[src/hw/rtl/b2nv12_pkg.sv]
// Shared types and constants for the BGR to NV12 converter.
// Depends on nothing; every other file in hw/rtl imports it.
`timescale 1ns / 1ps

package b2nv12_pkg;

    // Frame size limits and derived widths.
    localparam int MAX_WIDTH  = 4096;
    localparam int MAX_HEIGHT = 4096;
    localparam int LINE_DEPTH = MAX_WIDTH / 2;
    localparam int SIZE_W     = 13;
    localparam int COL_W      = 12;
    localparam int ROW_W      = 12;
    localparam int SLOT_W     = $clog2(LINE_DEPTH);

    localparam logic [SIZE_W-1:0] WIDTH_RESET  = SIZE_W'(1920);
    localparam logic [SIZE_W-1:0] HEIGHT_RESET = SIZE_W'(1080);
    localparam logic [SIZE_W-1:0] WIDTH_TOP    = SIZE_W'(MAX_WIDTH - (MAX_WIDTH % 2));
    localparam logic [SIZE_W-1:0] HEIGHT_TOP   = SIZE_W'(MAX_HEIGHT - (MAX_HEIGHT % 2));

    // BT.601 studio-range coefficients.
    localparam logic [15:0] Y_R = 16'd66;
    localparam logic [15:0] Y_G = 16'd129;
    localparam logic [15:0] Y_B = 16'd25;
    localparam logic [15:0] Y_ROUND = 16'd128;
    localparam logic [7:0]  Y_OFFSET = 8'd16;

    localparam logic signed [16:0] U_R = -17'sd38;
    localparam logic signed [16:0] U_G = -17'sd74;
    localparam logic signed [16:0] U_B = 17'sd112;
    localparam logic signed [16:0] V_R = 17'sd112;
    localparam logic signed [16:0] V_G = -17'sd94;
    localparam logic signed [16:0] V_B = -17'sd18;
    localparam logic signed [16:0] C_ROUND = 17'sd128;
    localparam logic [7:0]  C_OFFSET = 8'd128;

    typedef enum logic [0:0] {
        REG_FRAME_WIDTH  = 1'b0,
        REG_FRAME_HEIGHT = 1'b1
    } t_cfg_index;

    typedef struct packed {
        logic [7:0] blue;
        logic [7:0] green;
        logic [7:0] red;
    } t_pixel;

    typedef struct packed {
        logic [7:0] luma;
        logic       chroma_valid;
        logic [7:0] chroma_u;
        logic [7:0] chroma_v;
        logic       frame_end;
    } t_result;

    // Horizontal pair sums, one 9-bit sum per channel.
    typedef struct packed {
        logic [8:0] red;
        logic [8:0] green;
        logic [8:0] blue;
    } t_pair_sum;

    // Position of the pixel currently at the input.
    typedef struct packed {
        logic              odd_col;
        logic              odd_row;
        logic [SLOT_W-1:0] slot;
        logic              frame_last;
    } t_pos_info;

    // Control and pixel carried alongside the line store read.
    typedef struct packed {
        t_pixel pixel;
        logic   chroma;
        logic   frame_last;
    } t_stage1;

endpackage

[src/hw/rtl/b2nv12_color.sv]
// Colour conversion stages: luma and 2x2 averages, then chroma and output register.
// Depends on b2nv12_pkg.
`timescale 1ns / 1ps

module b2nv12_color (
    input  logic                  i_clk,
    input  logic                  i_rst_n,
    input  logic                  i_s1_valid,
    input  b2nv12_pkg::t_stage1   i_s1,
    input  b2nv12_pkg::t_pair_sum i_cur_sum,
    input  b2nv12_pkg::t_pair_sum i_top_sum,
    output logic                  o_s1_take,
    output logic                  o_out_valid,
    input  logic                  i_out_ready,
    output b2nv12_pkg::t_result   o_result
);
    import b2nv12_pkg::*;

    typedef struct packed {
        logic [7:0] luma;
        logic       chroma;
        logic [7:0] avg_b;
        logic [7:0] avg_g;
        logic [7:0] avg_r;
        logic       frame_end;
    } t_stage2;

    t_stage2 r_s2, n_s2;
    t_result r_result, n_result;
    logic    r_v2;
    logic    r_v3;
    logic    s2_en;
    logic    s3_en;

    logic [15:0]        y_sum;
    logic [9:0]         sum_b, sum_g, sum_r;
    logic signed [16:0] ab_s, ag_s, ar_s;
    logic signed [16:0] u_t, v_t;

    assign s3_en     = !r_v3 || i_out_ready;
    assign s2_en     = !r_v2 || s3_en;
    assign o_s1_take = s2_en;

    always_comb begin
        y_sum = Y_R * {8'd0, i_s1.pixel.red} + Y_G * {8'd0, i_s1.pixel.green}
              + Y_B * {8'd0, i_s1.pixel.blue} + Y_ROUND;
        sum_b = {1'b0, i_cur_sum.blue}  + {1'b0, i_top_sum.blue};
        sum_g = {1'b0, i_cur_sum.green} + {1'b0, i_top_sum.green};
        sum_r = {1'b0, i_cur_sum.red}   + {1'b0, i_top_sum.red};
        n_s2.luma      = y_sum[15:8] + Y_OFFSET;
        n_s2.chroma    = i_s1.chroma;
        n_s2.avg_b     = sum_b[9:2];
        n_s2.avg_g     = sum_g[9:2];
        n_s2.avg_r     = sum_r[9:2];
        n_s2.frame_end = i_s1.frame_last;
    end

    // The floor shift by eight keeps bits 15:8 of the two's complement sum.
    always_comb begin
        ab_s = $signed({9'd0, r_s2.avg_b});
        ag_s = $signed({9'd0, r_s2.avg_g});
        ar_s = $signed({9'd0, r_s2.avg_r});
        u_t  = U_R * ar_s + U_G * ag_s + U_B * ab_s + C_ROUND;
        v_t  = V_R * ar_s + V_G * ag_s + V_B * ab_s + C_ROUND;
        n_result.luma         = r_s2.luma;
        n_result.chroma_valid = r_s2.chroma;
        n_result.chroma_u     = r_s2.chroma ? u_t[15:8] + C_OFFSET : 8'd0;
        n_result.chroma_v     = r_s2.chroma ? v_t[15:8] + C_OFFSET : 8'd0;
        n_result.frame_end    = r_s2.frame_end;
    end

    always_ff @(posedge i_clk) begin
        if (!i_rst_n) begin
            r_v2 <= 1'b0;
            r_v3 <= 1'b0;
        end else begin
            if (s2_en) r_v2 <= i_s1_valid;
            if (s3_en) r_v3 <= r_v2;
        end
    end

    always_ff @(posedge i_clk) begin
        if (s2_en) r_s2 <= n_s2;
        if (s3_en) r_result <= n_result;
    end

    assign o_out_valid = r_v3;
    assign o_result    = r_result;

endmodule

[config.mk]
export PLATFORM = sky130hd
export DESIGN_NAME = b2nv12_color
export DESIGN_NICKNAME = d
export VERILOG_FILES = /design/src/hw/rtl/b2nv12_pkg.sv /design/src/hw/rtl/b2nv12_color.sv
export SDC_FILE = /design/constraint.sdc
export NUM_CORES = 1
export LEC_CHECK = 0
export BUFFER_PORTS_ARGS = -buffer_cell sky130_fd_sc_hd__buf_2
export CAP_MARGIN = 20
export CORE_MARGIN = 2
export CORE_UTILIZATION = 65
export DETAILED_ROUTE_END_ITERATION = 12
export GPL_TIMING_DRIVEN = 0
export HOLD_SLACK_MARGIN = 0.02
export PLACE_DENSITY_LB_ADDON = 0.3
export SLEW_MARGIN = 20
export SYNTH_ARGS = -nofsm -noshare
export SYNTH_HDL_FRONTEND = slang
export SYNTH_SLANG_ARGS = --single-unit
[constraint.sdc]
create_clock -name i_clk -period 13.4 [get_ports i_clk]
set_input_delay 1.34 -clock i_clk [delete_from_list [all_inputs] [get_ports i_clk]]
set_output_delay 1.34 -clock i_clk [all_outputs]
set_load 0.005 [all_outputs]
; ---- After elaboration in Yosys (flattened, before gate mapping)
; Index checks and enable logic that the tools add are counted.
; Widths: inputs -> output; s select.
[word_totals]
reg_bits = 62
input_bits = 84
out_inout_bits = 28
[classes]
addsub = 15
multipliers = 9
n_reduce_logical = 4
[op_table]
columns = cell, count
row1 = $add 16x16->16, 3
row2 = $add 16x9->16 const B, 2
row3 = $add 9x9->10, 3
row4 = $mul 7x9->15 const A, 2
row5 = $mul 3x8->11 const A, 2
row6 = $add 15x16->16, 1
row7 = $add 16x13->16, 1
row8 = $add 16x15->16, 1
row9 = $add 16x8->16 const B, 1
row10 = $add 8x8->8 const B, 2
row11 = $mul 8x8->16 const A, 1
row12 = $mul 6x9->15 const A, 1
row13 = $mul 5x9->14 const A, 1
row14 = $mul 6x8->14 const A, 1
row15 = $mul 5x8->13 const A, 1
row16 = $add 8x5->8 const B, 1
row17 = $logic_not 1->1, 2
row18 = $logic_or 1x1->1, 2

; ---- Depth between registers and ports, before layout
[depth]
word_depth = 5
ltp_mapped = 25
mapped_depth_nobuf = 25

; ---- Worst setup path after synthesis
; OpenSTA, ideal clock, no wires.
[synth_path]
kind = input -> register
from = in i_s1[4] (netlist bit)
to = reg r_s2, in the netlist n_result[24], data pin
setup_ns = 0.269
arrival_ns = 6.270
setup_slack_ns = 6.861
cell_stages = 20
path_cell_list = ha_1 ha_1 ha_1 inv_1 fa_1 xnor2_1 ha_1 fa_1 fa_1 fa_1 ha_1 ha_1 a21oi_1 nor2_1 or3_1 a21oi_1 xnor2_1 ha_1 xor2_1 xnor2_1
[synth_rtl]
columns = item, line
row1 = "start, declared", b2nv12_color.sv:9  ; input b2nv12_pkg::t_stage1 i_s1,
row2 = "end signal, assigned", b2nv12_color.sv:83  ; if (s2_en) r_s2 <= n_s2;
row3 = "end, declared", b2nv12_color.sv:28  ; t_stage2 r_s2, n_s2;

; ---- Worst setup path after layout
[layout_path]
from = reg r_s2, in the netlist ag_s[2]
to = reg r_result, in the netlist o_result[16], data pin
[layout_between]
elab_chain_cells = 5
[layout_rtl]
columns = item, line
row1 = $mul 7x9->15, b2nv12_color.sv:63  ; u_t = U_R * ar_s + U_G * ag_s + U_B * ab_s + C_ROUND;
row2 = $add 16x16->16 (2 in series), b2nv12_color.sv:63
row3 = $add 16x9->16, b2nv12_color.sv:63
row4 = $add 8x8->8, b2nv12_color.sv:67  ; n_result.chroma_u = r_s2.chroma ? u_t[15:8] + C_OFFSET : 8'd0;
row5 = "end signal, assigned", b2nv12_color.sv:84  ; if (s3_en) r_result <= n_result;
row6 = "end, declared", b2nv12_color.sv:29  ; t_result r_result, n_result;
; No other way between the ends.
; A chain may end at the register's enable or synchronous reset.

==> results_dict.tcl <==
set metrics [dict create \
    ys_seq_area_frac 0.165 \
    finalHoldViolations 0 \
    die_h_um 135 \
    syn_to_final_growth_pct 10.2 \
    hold_start "n_result[21]$_DFFE_PP_" \
    cts_buffers 9 \
    cts_buffer_depth 2 \
    grt_max_degree 31 \
    clk_root_buffer_cell "clkbuf_16" \
    period_share 0.506 \
    wl_um 21800 \
    crit_path_end_kind "flip-flop" \
    crit_path_start_kind "flip-flop" \
    synth_area_leaders "ha_1, fa_1, edfxtp_1" \
    cts_tree "built" \
    cp.required_ps 13490 \
    max-slew-margin-rel 0.341 \
    cts_sinks 62 \
    clkTransAtPathRegs_ps 50 \
    worst_pin_slew_ps 987 \
    hold_depth 0 \
    cts_resized 0 \
    diodes 0 \
    stdcell_count 1430 \
    min_period_ps 6780 \
    dp_hpwl_um 19000 \
    gp_congestion 0.888 \
    synth_cells 1082 \
    postCtsSetupRepairBufs 0 \
    cts_hold_buf 0 \
    drc 0 \
    grt_remaining_overflow 0 \
    yosys_most_used_dff "edfxtp_1" \
    cp_top_family "adder cells" \
    status "completed" \
    hold_path.class "reg -> reg" \
    cp.arrival_ps 6870 \
    syn_area_sq_um 11200 \
    cp_num_cells 25 \
    start_util 0.668 \
    hold_ws_ps 417 \
    clkLatencyLatePin_ps 340 \
    drv_cap 0 \
    rsz0062_at_grt "false" \
    async_reset_ff_frac 0 \
    htreeDepth 3 \
    die-area_sq_um 18200 \
    n_fill_cell 1185 \
    slowest_stage "edfxtp_1" \
    tns_ps 0 \
    core_sq_um 16700 \
    critical_path_class "reg -> reg" \
    synth-seq-cells 62 \
    slowest_delay_ps 540 \
    synth_edf_count 60 \
    num_rows 47 \
    slew_viol_final 0 \
    finalSetupViolCount 0 \
    die_w_um 135 \
    drive_above_1_share 0.113 \
    cp_max_fo 6 \
    grtUsageTotal 0.253 \
    io-pin-count 112 \
    drt_first_pass_iters 4 \
    place_inst 1414 \
    reg2reg_from "ag_s[2]$_DFFE_PP_" \
    routed-via-count 7815 \
    worst-path-buf-inv 4 \
    finalClockSkew_ps 12.0 \
    wl_per_cell_um 15.3 \
    final_nets 1695 \
    startpoint "ag_s[2]$_DFFE_PP_" \
    via_per_inst 5.47 \
    yosysTopAreaCell "ha_1" \
    portBuffers 111 \
    postRouteAntennaNets 0 \
    syn-num-nets 1572 \
    yosysWarnings 0 \
    drt_iter0_drc 325 \
    synth_cell_types 56 \
    synth_top_cell_area_share 0.336 \
    r2r_cells 25 \
    fmax_mhz 147 \
    antenna_found_initial 0 \
    avgSynthCellArea_sq_um 10.3 \
    grt_pass1_wl_um 36500 \
    first_global_vias 8118 \
]
-- stage by stage --
step | cell area (sq um) | setup WS, ps | util
final | 12300 | 6620 | 0.736
after global routing | 12300 | 6270 | 0.736
after CTS | 12300 | 6630 | 0.736
after detailed placement | 12000 | 6330 | 0.719
after global placement | 12000 | 6490 | 0.718
after floorplan | 11200 | 6860 | -
-- cells in the mapped netlist (16+ instances only) --
cell type and number:
nor2_1 35, nand2_1 28, xor2_1 33, ha_1 300
edfxtp_1 60, a21o_1 20, a21oi_1 53, inv_1 217
o21bai_1 16, o21ai_0 29, fa_1 106, xnor2_1 53
-- final timing paths --
path                                                   end  slack [ps]
worst max-delay path            o_result[16]$_SDFFCE_PN0P_        6620
worst min-delay path                o_result[21]$_DFFE_PP_         420
worst max register to register  o_result[16]$_SDFFCE_PN0P_        6620
worst min register to register      o_result[21]$_DFFE_PP_         420
-- cell type report --
type / instances / area (sq um) / share of cell area
buffer: 1 / 3.75 / 0.000305
timing repair buffer: 112 / 576 / 0.0468
clock inverter: 5 / 51.3 / 0.00417
sequential: 62 / 1840 / 0.150
inverter: 217 / 815 / 0.0663
multi-input combinational: 802 / 8500 / 0.691
tap: 220 / 275 / 0.0224
clock buffer: 11 / 233 / 0.0189
-- registers in the layout (all words and copies together) (netlist names) --
signal	count
ab_s	8
ag_s	8
ar_s	8
n_result	10
o_out_valid	1
o_result	26
r_v2	1
-- cells in the final DEF (no fill, tap or decap), drive strengths merged, types with 2 or more instances in the layout --
cell,count
fa,106
a31oi,6
or3,4
nor2,35
a211oi,5
nand2,28
ha,300
clkbuf,12
nand3,4
xor2,33
xnor2,53
o21bai,16
edfxtp,60
nand2b,9
o21ai,31
nor2b,15
and4b,2
or4,6
a21o,21
o311a,2
a31o,3
buf,112
a21oi,53
nand4,3
mux2i,2
o22a,2
or2,2
dfxtp,2
clkinv,3
nor3,12
o31ai,6
and3,3
inv,217
o2111ai,2
o211a,2
o21a,9
and2,11
-- logic make-up after synthesis --
logic type | count (synthesis) | synth area share
buffers and inverters | 218 | 0.0733
AOI/OAI and AO/OA | 168 | 0.0987
muxes | 2 | 0.00179
adders and majority gates | 406 | 0.527
and+or+nand+nor | 139 | 0.0649
DFF | 62 | 0.165
xor gates and xnor gates | 87 | 0.0695
-- layer usage --
layer  vias to the layer above  track usage  part of all wire
met5                         -            0                 0
met4                         0       0.0781             0.019
met3                        27       0.0293             0.029
met2                       129        0.448              0.51
met1                      3740        0.327              0.44
li1                       3919            -                 -
Power is left out: the tool's default activity adds up to more than one toggle a clock period on the data nets, which glitch-free logic cannot reach.
