## config.mk

```make
export PLATFORM = sky130hd
export DESIGN_NAME = b2nv12_pos
export DESIGN_NICKNAME = d
export VERILOG_FILES = /design/src/hw/rtl/b2nv12_pkg.sv /design/src/hw/rtl/b2nv12_pos.sv
export SDC_FILE = /design/constraint.sdc
export NUM_CORES = 1
export LEC_CHECK = 0
export BUFFER_PORTS_ARGS = -buffer_cell sky130_fd_sc_hd__buf_2
export CORE_MARGIN = 1
export CORE_UTILIZATION = 59
export DETAILED_ROUTE_END_ITERATION = 8
export PLACE_DENSITY = 0.92
export SYNTH_ARGS = -nofsm -noshare
export SYNTH_HDL_FRONTEND = slang
export SYNTH_SLANG_ARGS = --single-unit
```

## constraint.sdc

```tcl
create_clock -name i_clk -period 5 [get_ports i_clk]
set_input_delay 0 -clock i_clk [delete_from_list [all_inputs] [get_ports i_clk]]
set_output_delay 0 -clock i_clk [all_outputs]
set_load 0.03 [all_outputs]
```

## src/hw/rtl/b2nv12_pkg.sv

```systemverilog
// Shared types and constants for the BGR to NV12 converter.
// Depends on nothing; every other file in hw/rtl imports it.
`timescale 1ns / 1ps

package b2nv12_pkg;

    // Frame size limits and derived widths.
    localparam int MAX_WIDTH  = 4096;
    localparam int MAX_HEIGHT = 4096;
    localparam int LINE_DEPTH = MAX_WIDTH / 2;
    localparam int SIZE_W     = 13;
    localparam int COL_W      = 12;
    localparam int ROW_W      = 12;
    localparam int SLOT_W     = $clog2(LINE_DEPTH);

    localparam logic [SIZE_W-1:0] WIDTH_RESET  = SIZE_W'(1920);
    localparam logic [SIZE_W-1:0] HEIGHT_RESET = SIZE_W'(1080);
    localparam logic [SIZE_W-1:0] WIDTH_TOP    = SIZE_W'(MAX_WIDTH - (MAX_WIDTH % 2));
    localparam logic [SIZE_W-1:0] HEIGHT_TOP   = SIZE_W'(MAX_HEIGHT - (MAX_HEIGHT % 2));

    // BT.601 studio-range coefficients.
    localparam logic [15:0] Y_R = 16'd66;
    localparam logic [15:0] Y_G = 16'd129;
    localparam logic [15:0] Y_B = 16'd25;
    localparam logic [15:0] Y_ROUND = 16'd128;
    localparam logic [7:0]  Y_OFFSET = 8'd16;

    localparam logic signed [16:0] U_R = -17'sd38;
    localparam logic signed [16:0] U_G = -17'sd74;
    localparam logic signed [16:0] U_B = 17'sd112;
    localparam logic signed [16:0] V_R = 17'sd112;
    localparam logic signed [16:0] V_G = -17'sd94;
    localparam logic signed [16:0] V_B = -17'sd18;
    localparam logic signed [16:0] C_ROUND = 17'sd128;
    localparam logic [7:0]  C_OFFSET = 8'd128;

    typedef enum logic [0:0] {
        REG_FRAME_WIDTH  = 1'b0,
        REG_FRAME_HEIGHT = 1'b1
    } t_cfg_index;

    typedef struct packed {
        logic [7:0] blue;
        logic [7:0] green;
        logic [7:0] red;
    } t_pixel;

    typedef struct packed {
        logic [7:0] luma;
        logic       chroma_valid;
        logic [7:0] chroma_u;
        logic [7:0] chroma_v;
        logic       frame_end;
    } t_result;

    // Horizontal pair sums, one 9-bit sum per channel.
    typedef struct packed {
        logic [8:0] red;
        logic [8:0] green;
        logic [8:0] blue;
    } t_pair_sum;

    // Position of the pixel currently at the input.
    typedef struct packed {
        logic              odd_col;
        logic              odd_row;
        logic [SLOT_W-1:0] slot;
        logic              frame_last;
    } t_pos_info;

    // Control and pixel carried alongside the line store read.
    typedef struct packed {
        t_pixel pixel;
        logic   chroma;
        logic   frame_last;
    } t_stage1;

endpackage

```

## src/hw/rtl/b2nv12_pos.sv

```systemverilog
// Size registers and raster position counters of the converter.
// Depends on b2nv12_pkg.
`timescale 1ns / 1ps

module b2nv12_pos (
    input  logic                         i_clk,
    input  logic                         i_rst_n,
    input  logic                         i_cfg_we,
    input  b2nv12_pkg::t_cfg_index       i_cfg_index,
    input  logic [b2nv12_pkg::SIZE_W-1:0] i_cfg_data,
    input  logic                         i_accept,
    output b2nv12_pkg::t_pos_info        o_pos
);
    import b2nv12_pkg::*;

    logic [SIZE_W-1:0] r_frame_width;
    logic [SIZE_W-1:0] r_frame_height;
    logic [COL_W-1:0]  r_col, n_col;
    logic [ROW_W-1:0]  r_row, n_row;
    logic [SIZE_W-1:0] w_eff;
    logic [SIZE_W-1:0] h_eff;
    logic              row_last;
    logic              frame_last;

    // Bit 0 cleared, then clamped to the range 2 .. top.
    function automatic logic [SIZE_W-1:0] eff_size(input logic [SIZE_W-1:0] v_reg,
                                                   input logic [SIZE_W-1:0] v_top);
        logic [SIZE_W-1:0] v;
        v = {v_reg[SIZE_W-1:1], 1'b0};
        if (v < SIZE_W'(2)) v = SIZE_W'(2);
        if (v > v_top) v = v_top;
        return v;
    endfunction

    always_ff @(posedge i_clk) begin
        if (!i_rst_n) begin
            r_frame_width  <= WIDTH_RESET;
            r_frame_height <= HEIGHT_RESET;
        end else if (i_cfg_we) begin
            unique case (i_cfg_index)
                REG_FRAME_WIDTH:  r_frame_width  <= i_cfg_data;
                REG_FRAME_HEIGHT: r_frame_height <= i_cfg_data;
                default: ;
            endcase
        end
    end

    always_comb begin
        w_eff      = eff_size(r_frame_width, WIDTH_TOP);
        h_eff      = eff_size(r_frame_height, HEIGHT_TOP);
        row_last   = {1'b0, r_col} >= (w_eff - SIZE_W'(1));
        frame_last = row_last && ({1'b0, r_row} >= (h_eff - SIZE_W'(1)));
        if (row_last) begin
            n_col = '0;
            n_row = frame_last ? '0 : r_row + ROW_W'(1);
        end else begin
            n_col = r_col + COL_W'(1);
            n_row = r_row;
        end
    end

    always_ff @(posedge i_clk) begin
        if (!i_rst_n) begin
            r_col <= '0;
            r_row <= '0;
        end else if (i_accept) begin
            r_col <= n_col;
            r_row <= n_row;
        end
    end

    assign o_pos.odd_col    = r_col[0];
    assign o_pos.odd_row    = r_row[0];
    assign o_pos.slot       = r_col[SLOT_W:1];
    assign o_pos.frame_last = frame_last;

endmodule

```

## Yosys cells after proc, flatten, opt, wreduce, memory -nomap -nowiden

Cells that the tools add are included.

| word-level totals | value |
|---|---|
| input bits | 18 |
| logic and storage cells | 25 |
| output and inout port bits | 14 |
| register bits after elaboration | 50 |

| cells by class | value |
|---|---|
| bitwise gates (word level) | 1 |
| magnitude comparators | 6 |
| reductions and logical operators | 4 |
| multiplexer cells | 6 |
| add/sub/neg operators | 4 |

Operator list:

| operator | count |
|---|---|
| two-way mux 13 bit | 4 |
| >= comparator 12 x 13 -> 1 bit | 2 |
| greater-than comparator 13 bit (second input constant) | 2 |
| less-than comparator 13 x 2 -> 1 bit (second input constant) | 2 |
| subtractor 13 x 1 -> 13 bit (second input constant) | 2 |
| adder 12 x 1 -> 12 bit (second input constant) | 2 |
| two-way mux 12 bit | 2 |
| AND reduction 2 bit | 3 |
| logical AND 1 bit | 1 |
| inverter 1 bit | 1 |

## Logic depth before layout (Yosys ltp)

Gate-level depths: netlist of run 1.

| depth | value |
|---|---|
| word-level depth | 8 |
| depth in mapped cells | 16 |
| gate-level depth less buffers | 14 |

## Worst setup path before layout of run 1

No wires, ideal clock.

| timing path | value |
|---|---|
| path type | register -> register |
| start | reg r_frame_width[7] |
| end | reg r_row[7] |
| setup slack | 1,049 ps |
| period minus slack after synthesis | 3,951 ps |
| arrival time | 3,871 ps |
| stages on the path, launching flop included | 15 |
| setup time | 80 ps |
| path buffers | 1 |
| required time | 4,920 ps |
| cells stage by stage | dfxtp_1 > or4_1 > or3_1 > a21o_1 > ha_1 > o21ai_0 > nor2_1 > o32a_1 > ha_1 > o211ai_1 > a211oi_1 > a22oi_1 > buf_6 > or4_4 > a211oi_2 |

| between the ends | value |
|---|---|
| longest elaborated chain between the ends | 8 |
| elaborated cells between the ends (all ways) | 9 |
| those cells by class | add/sub (1); order compare (3); mux (3); reduce/logical (2) |

Ends and longest elaborated chain:

| item | line | text |
|---|---|---|
| start, declared | b2nv12_pos.sv:16 | `logic [SIZE_W-1:0] r_frame_width;` |
| start signal, assigned | b2nv12_pos.sv:41 | `REG_FRAME_WIDTH: r_frame_width <= i_cfg_data;` |
| less-than comparator 13 x 2 -> 1 bit | b2nv12_pos.sv:30 | `if (v < SIZE_W'(2)) v = SIZE_W'(2);` |
| two-way mux 13 bit * | b2nv12_pos.sv:30 |  |
| greater-than comparator 13 bit | b2nv12_pos.sv:31 | `if (v > v_top) v = v_top;` |
| two-way mux 13 bit * | b2nv12_pos.sv:31 |  |
| subtractor 13 x 1 -> 13 bit * | b2nv12_pos.sv:51 | `row_last = {1'b0, r_col} >= (w_eff - SIZE_W'(1));` |
| >= comparator 12 x 13 -> 1 bit * | b2nv12_pos.sv:51 |  |
| logical AND 1 bit | b2nv12_pos.sv:52 | `frame_last = row_last && ({1'b0, r_row} >= (h_eff - SIZE_W'(1)));` |
| two-way mux 12 bit | b2nv12_pos.sv:55 | `n_row = frame_last ? '0 : r_row + ROW_W'(1);` |
| end signal, assigned | b2nv12_pos.sv:68 | `r_row <= n_row;` |
| end, declared | b2nv12_pos.sv:19 | `logic [ROW_W-1:0] r_row, n_row;` |

Every way passes the cells marked *; elsewhere a longest branch is shown, timed or not.
A chain may end at the register's enable or synchronous reset.

==> results.cfg, run 1 <==
[critical_path]
endpoint = o_pos[0]
cp_cell_sequence = or4_1 > or3_1 > a21o_1 > ha_1 > o21ai_0 > nor2_1 > o32a_1 > ha_1 > a2111oi_0 > o21ai_1 > a22oi_1 > buf_4 > a21oi_1 > buf_2
reg2reg_to = r_row[8]
startpoint = r_frame_width[7]
setup.reg_to_reg.worst_slack_ns = 0.68
startpoint_type = flop
timing.critical_path.mode_cell = ha_1
required_ns = 5.00
path_class = flop to output port
arrival_ns = 4.34
end_kind = output port
crit_slowest_cell = or4_1
cpPeakStageDelay_ns = 0.55
cp_max_fo = 13
r2r_start = r_frame_width[7]
r2r_cells = 14

[routing]
wl_per_cell_um = 14.7
first_pass_iters = 4
first_iter_violations = 222
ant_nets = 0
num_vias = 2985
drc_errors = 0
vias_per_cell = 5.96
wl_mm = 7.35

[sta]
tightest_slew_ns = 0.967
drv_slew = 0
final_hold_viol_count = 0
period_needed_ns = 4.34
max-slew-margin-rel_pct = 35.4
fin_setup_tns_ns = 0
fin_crit_sh_pct = 86.8
fmax_mhz = 230
setup_viol = 0
rsz0062_at_grt = false
hold_slack_ns = 0.0496
setup_slack_ns = 0.661
clock_skew_ns = 0.00617

[logic_synthesis]
ys_seq_area_share_pct = 31.8
ys_types = 45
ys.flop_type = dfxtp_1
syn_avg_cell_area_um2 = 7.71
ys_ff_latch = 48
syn-cell-area_mm2 = 0.00302
async_flop_share_pct = 0
ys_warn_count = 0
synth_cells = 392
synth_edf_count = 0
synth_nets = 436

[layout]
n_antenna_cell = 0
final_cells = 501
multi_input_area_mm2 = 0.00191
final_util_pct = 72.9
layout.nets = 477
area_growth_pct = 16.2
register_area_um2 = 961
layout-drive-gt1-share_pct = 10.6
n_fill_cell = 365

[clock_network]
cts_setup_buffers = 0
clockBufferDepth = 2
clock-root-buffer = clkbuf_8
cts-buffers-inserted = 5
clk_latency_ns = 0.31
post_cts_resized = 0
path_clk_slew_ns = 0.09
ctsHoldBuffers = 20
cts.sinks = 48
cts-htree-levels = 2
cts_tree = yes

[grt]
grt_max_degree = 30
grt.overflow.total = 0
grtUsageTotal_pct = 29.5
grt_pass1_wl_mm = 12.3
grt_pass1_vias = 2803
grt_antenna_before_repair = 0

[placed_design]
preCtsSetupSlack_ns = 0.689
dp_hpwl_mm = 4.85
placement.io_buffers = 30
gp_congestion = 0.898
dp_cells = 473

[outcome]
outcome = completed

[power_and_ir_drop]
peakVddDrop_v = 0.000222
p_leak_uw = 0.00142
powerDensity_mw_per_mm2 = 245

[floorplan]
rows = 25
io-pin-count = 32
dieHeight_um = 73.6
dieArea_mm2 = 0.00541
die_w_um = 73.6
core_area_mm2 = 0.00482
start_util_pct = 62.7

[run]
maxCapViolations = 0

[hold_path]
min-delay-path-class = input pin to flop
registers in the layout (all words and copies together), names as in the netlist:
register	flops
r_col	12
r_row	12
r_frame_height	12
r_frame_width	12
cells by family (layout without fill, tap and decap cells):
kind of cell | count (synthesis) | after routing | synth area share [%]
xor+xnor | 17 | 17 | 4.93
buf+inv | 35 | 77 | 5.05
simple gates | 181 | 181 | 28.4
fa+ha+maj | 26 | 26 | 10.8
compound gates | 85 | 85 | 19.1
flops | 48 | 48 | 31.8
how the worst min path moves through the flow:
stage	from	endpoint	slack, ns	depth (start not counted)
after CTS	i_accept	r_col[1]	0.04	3
after global routing	i_accept	r_col[1]	0.05	3
final	i_accept	r_col[1]	0.05	3
after global placement	i_cfg_data[8]	r_frame_width[8]	0.24	3
after floorplan	i_cfg_data[10]	r_frame_height[10]	0.12	2
after detailed placement	i_cfg_data[3]	r_frame_height[3]	0.23	3
cell type report:
class | instances | share of cell area, %
well taps | 67 | 2.39
clock inverters | 1 | 0.855
multi-input cells | 309 | 54.3
repair buffers | 53 | 10.6
flip-flops and latches | 48 | 27.4
inverters | 16 | 1.71
clock buffers | 7 | 2.74
placed cells by master (no fill, tap or decap), types with 2 or more instances in the layout:
cell type	n
nor3_1	9
nand4bb_1	2
dlygate4sd3_1	20
and3_1	2
nand2b_1	2
a31oi_1	5
dfxtp_1	48
o31ai_1	8
o21a_1	2
nor2b_1	6
xor2_1	10
nor2_1	34
or3_1	2
a211oi_2	3
buf_2	30
a21oi_1	27
a32oi_1	3
a211oi_1	12
nand3_1	21
or4_1	7
ha_1	26
nor4_1	6
nand2_1	76
clkbuf_8	7
nand4b_1	3
buf_4	3
a21o_1	3
xnor2_1	7
o32a_1	4
nand4_1	6
o21ai_0	9
o211ai_1	2
inv_1	16
where the power goes:
group          internal, µW  leakage [µW]  switching (µW)
clock network           177     0.0000645             134
registers               396      0.000391            24.2
logic                  58.3      0.000966            71.8
through the flow:
stage / area (µm²) / power [µW]
6_report: 3510 / 861
5_1_grt: 3510 / 899
4_1_cts: 3510 / 854
3_5_place_dp: 3190 / 541
3_3_place_gp: 3190 / 533
2_1_floorplan: 3020 / 509
Yosys cell counts (all sizes together), types with 2 or more instances:
master	count	share of area, %
buf	8	1.7
nand4bb	2	0.75
o31ai	8	2.0
nor2	34	4.2
inv	16	2.0
o21ai	10	1.7
o21a	2	0.50
dfxtp	48	32
a211oi	15	4.2
xor2	10	2.9
xnor2	7	2.0
and3	2	0.41
nand4	6	1.2
o211ai	2	0.50
a32oi	3	0.87
nand2	76	9.4
nand3	21	3.5
nor2b	6	1.2
a31oi	5	1.0
nor4	6	1.2
clkbuf	11	1.4
or3	2	0.41
a21o	3	0.75
o32a	4	1.3
nor3	9	1.5
or4	8	2.1
nand4b	3	0.87
a21oi	27	4.5
ha	26	11
a2111oi	2	0.79
nand2b	2	0.41
routing by layer:
| layer | GRT usage [%] | routed length (µm) | vias up |
|---|---|---|---|
| met5 | 0 | 0 | - |
| met3 | 6.86 | 344 | 20 |
| met4 | 14.5 | 241 | 0 |
| met1 | 35.5 | 3320 | 1389 |
| li1 | - | - | 1481 |
| met2 | 49.0 | 3440 | 95 |
worst max-delay path: cells and delay by family, from the launching register on:
kind / cells / cell delay, ns
adder cells (fa/ha/maj): 2 / 0.55
AO/OA/AOI/OAI: 7 / 1.63
AND/OR/NAND/NOR: 3 / 1.04
flip-flops: 1 / 0.38
buffers and inverters: 2 / 0.42
Note: power is estimated with default switching activity, not from simulation.
==> run 2: changes to the inputs <==
--- a/config.mk
+++ b/config.mk
@@ -6,10 +6,12 @@
 export NUM_CORES = 1
 export LEC_CHECK = 0
 export BUFFER_PORTS_ARGS = -buffer_cell sky130_fd_sc_hd__buf_2
+export CORE_ASPECT_RATIO = 0.6
 export CORE_MARGIN = 1
-export CORE_UTILIZATION = 59
+export CORE_UTILIZATION = 50
 export DETAILED_ROUTE_END_ITERATION = 8
-export PLACE_DENSITY = 0.92
+export GPL_ROUTABILITY_DRIVEN = 1
+export PLACE_DENSITY = 0.82
 export SYNTH_ARGS = -nofsm -noshare
 export SYNTH_HDL_FRONTEND = slang
 export SYNTH_SLANG_ARGS = --single-unit
==> results.cfg, run 2 (same netlist as run 1, synthesis figures left out) <==
[outcome]
outcome = completed

[routing]
vias_per_cell = 5.83
num_vias = 2969
first_iter_violations = 203
first_pass_iters = 5
drc_errors = 0
wl_mm = 7.53
wl_per_cell_um = 14.8
ant_nets = 0

[floorplan]
start_util_pct = 53.0
dieArea_mm2 = 0.00637
core_area_mm2 = 0.00570
io-pin-count = 32
rows = 21
dieHeight_um = 62.2
die_w_um = 102

[clock_network]
clk_latency_ns = 0.33
cts-htree-levels = 2
post_cts_resized = 0
clockBufferDepth = 2
cts_tree = yes
path_clk_slew_ns = 0.10
cts-buffers-inserted = 5
clock-root-buffer = clkbuf_8
cts_setup_buffers = 0
cts.sinks = 48

[placed_design]
placement.io_buffers = 30
dp_hpwl_mm = 5.58
placed_area_mm2 = 0.00319
gp_congestion = 0.899
dp_cells = 485

[layout]
final_common_cell = nand2_1
finalInstanceArea_mm2 = 0.00347
final_util_pct = 60.8
area_growth_pct = 14.7
n_antenna_cell = 0
layout.nets = 472
final_cells = 509
mostFrequentLayoutCells = nand2_1 (76), dfxtp_1 (48), nor2_1 (34)
layout-drive-gt1-share_pct = 10.5

[sta]
fin_crit_sh_pct = 93.6
hold_slack_ns = 0.0167
fmax_mhz = 214
clock_skew_ns = 0.0104
setup_viol = 0
tightest_slew_ns = 0.930
fin_setup_tns_ns = 0
max-slew-margin-rel_pct = 38.0
final_hold_viol_count = 0
drv_slew = 0
rsz0062_at_grt = false
period_needed_ns = 4.68

[hold_path]
min-delay-path-class = input pin to flop

[grt]
grt_pass1_vias = 2557
grtUsageTotal_pct = 25.6
grt_pass1_wl_mm = 12.4
grt.overflow.total = 0
grt_max_degree = 30
grt_antenna_before_repair = 0

[run]
maxCapViolations = 0

[critical_path]
startpoint_type = flop
arrival_ns = 4.68
cp_max_fo = 13
setup.reg_to_reg.worst_slack_ns = 0.43
required_ns = 5.00
end_kind = output port
path_class = flop to output port

[power_and_ir_drop]
p_leak_uw = 0.00140
powerDensity_mw_per_mm2 = 242
peakVddDrop_v = 0.000135
## run 2: layout make-up
class | instances | area (µm²)
inverters | 16 | 60.1
multi-input cells | 309 | 1910
well taps | 80 | 100
clock inverters | 3 | 42.5
repair buffers | 48 | 325
flip-flops and latches | 48 | 961
clock buffers | 5 | 68.8
fillers | 529 | 2240
## run 2: report_power, final
group / leakage, µW / switching [µW] / internal [µW]
combinational: 0.000952 / 72.7 / 55.6
sequential: 0.000391 / 23.6 / 396
clock: 0.0000541 / 142 / 148
## run 2: path summary, 6_finish.rpt
| check | start | end | depth (start not counted) |
|---|---|---|---|
| worst max-delay path | r_frame_width[7] | o_pos[0] | 14 |
| worst max register to register | r_frame_width[7] | r_row[5] | 14 |
| worst min-delay path | i_accept | r_col[1] | 3 |
| worst min register to register | r_frame_height[1] | r_frame_height[1] | 2 |
## run 2: metal layers
| metal | GRT usage (%) | vias up | share of wire [%] |
|---|---|---|---|
| met5 | 0 | - | 0 |
| met4 | 8.04 | 0 | 1.2 |
| met3 | 6.42 | 9 | 6.2 |
| li1 | - | 1477 | - |
| met1 | 39.0 | 1395 | 53 |
| met2 | 34.4 | 88 | 40 |
## run 2: critical path: stages, from the launching register on
cell and delay, ns:
dfxtp_1 0.38, or4_1 0.58, or3_1 0.42, a21o_1 0.21, ha_1 0.25, o21ai_0 0.25, nor2_1 0.10, o32a_1 0.32
ha_1 0.32, a2111oi_0 0.54, o21ai_1 0.22, a22oi_1 0.27, buf_4 0.23, a21oi_1 0.05, buf_2 0.20
## run 2: per-stage QoR
stage	setup WS, ns	total power (µW)
final	0.322	838
after global routing	0.0767	879
after detailed placement	0.533	544
after global placement	0.661	538
after floorplan	1.05	509
after CTS	0.385	841
## run 2: what timing repair did
item | 4_1_cts | 5_1_grt
endpoints found under the hold margin | 24 | 0
setup endpoints to repair | 0 | 0
hold buffers | 16 | 0
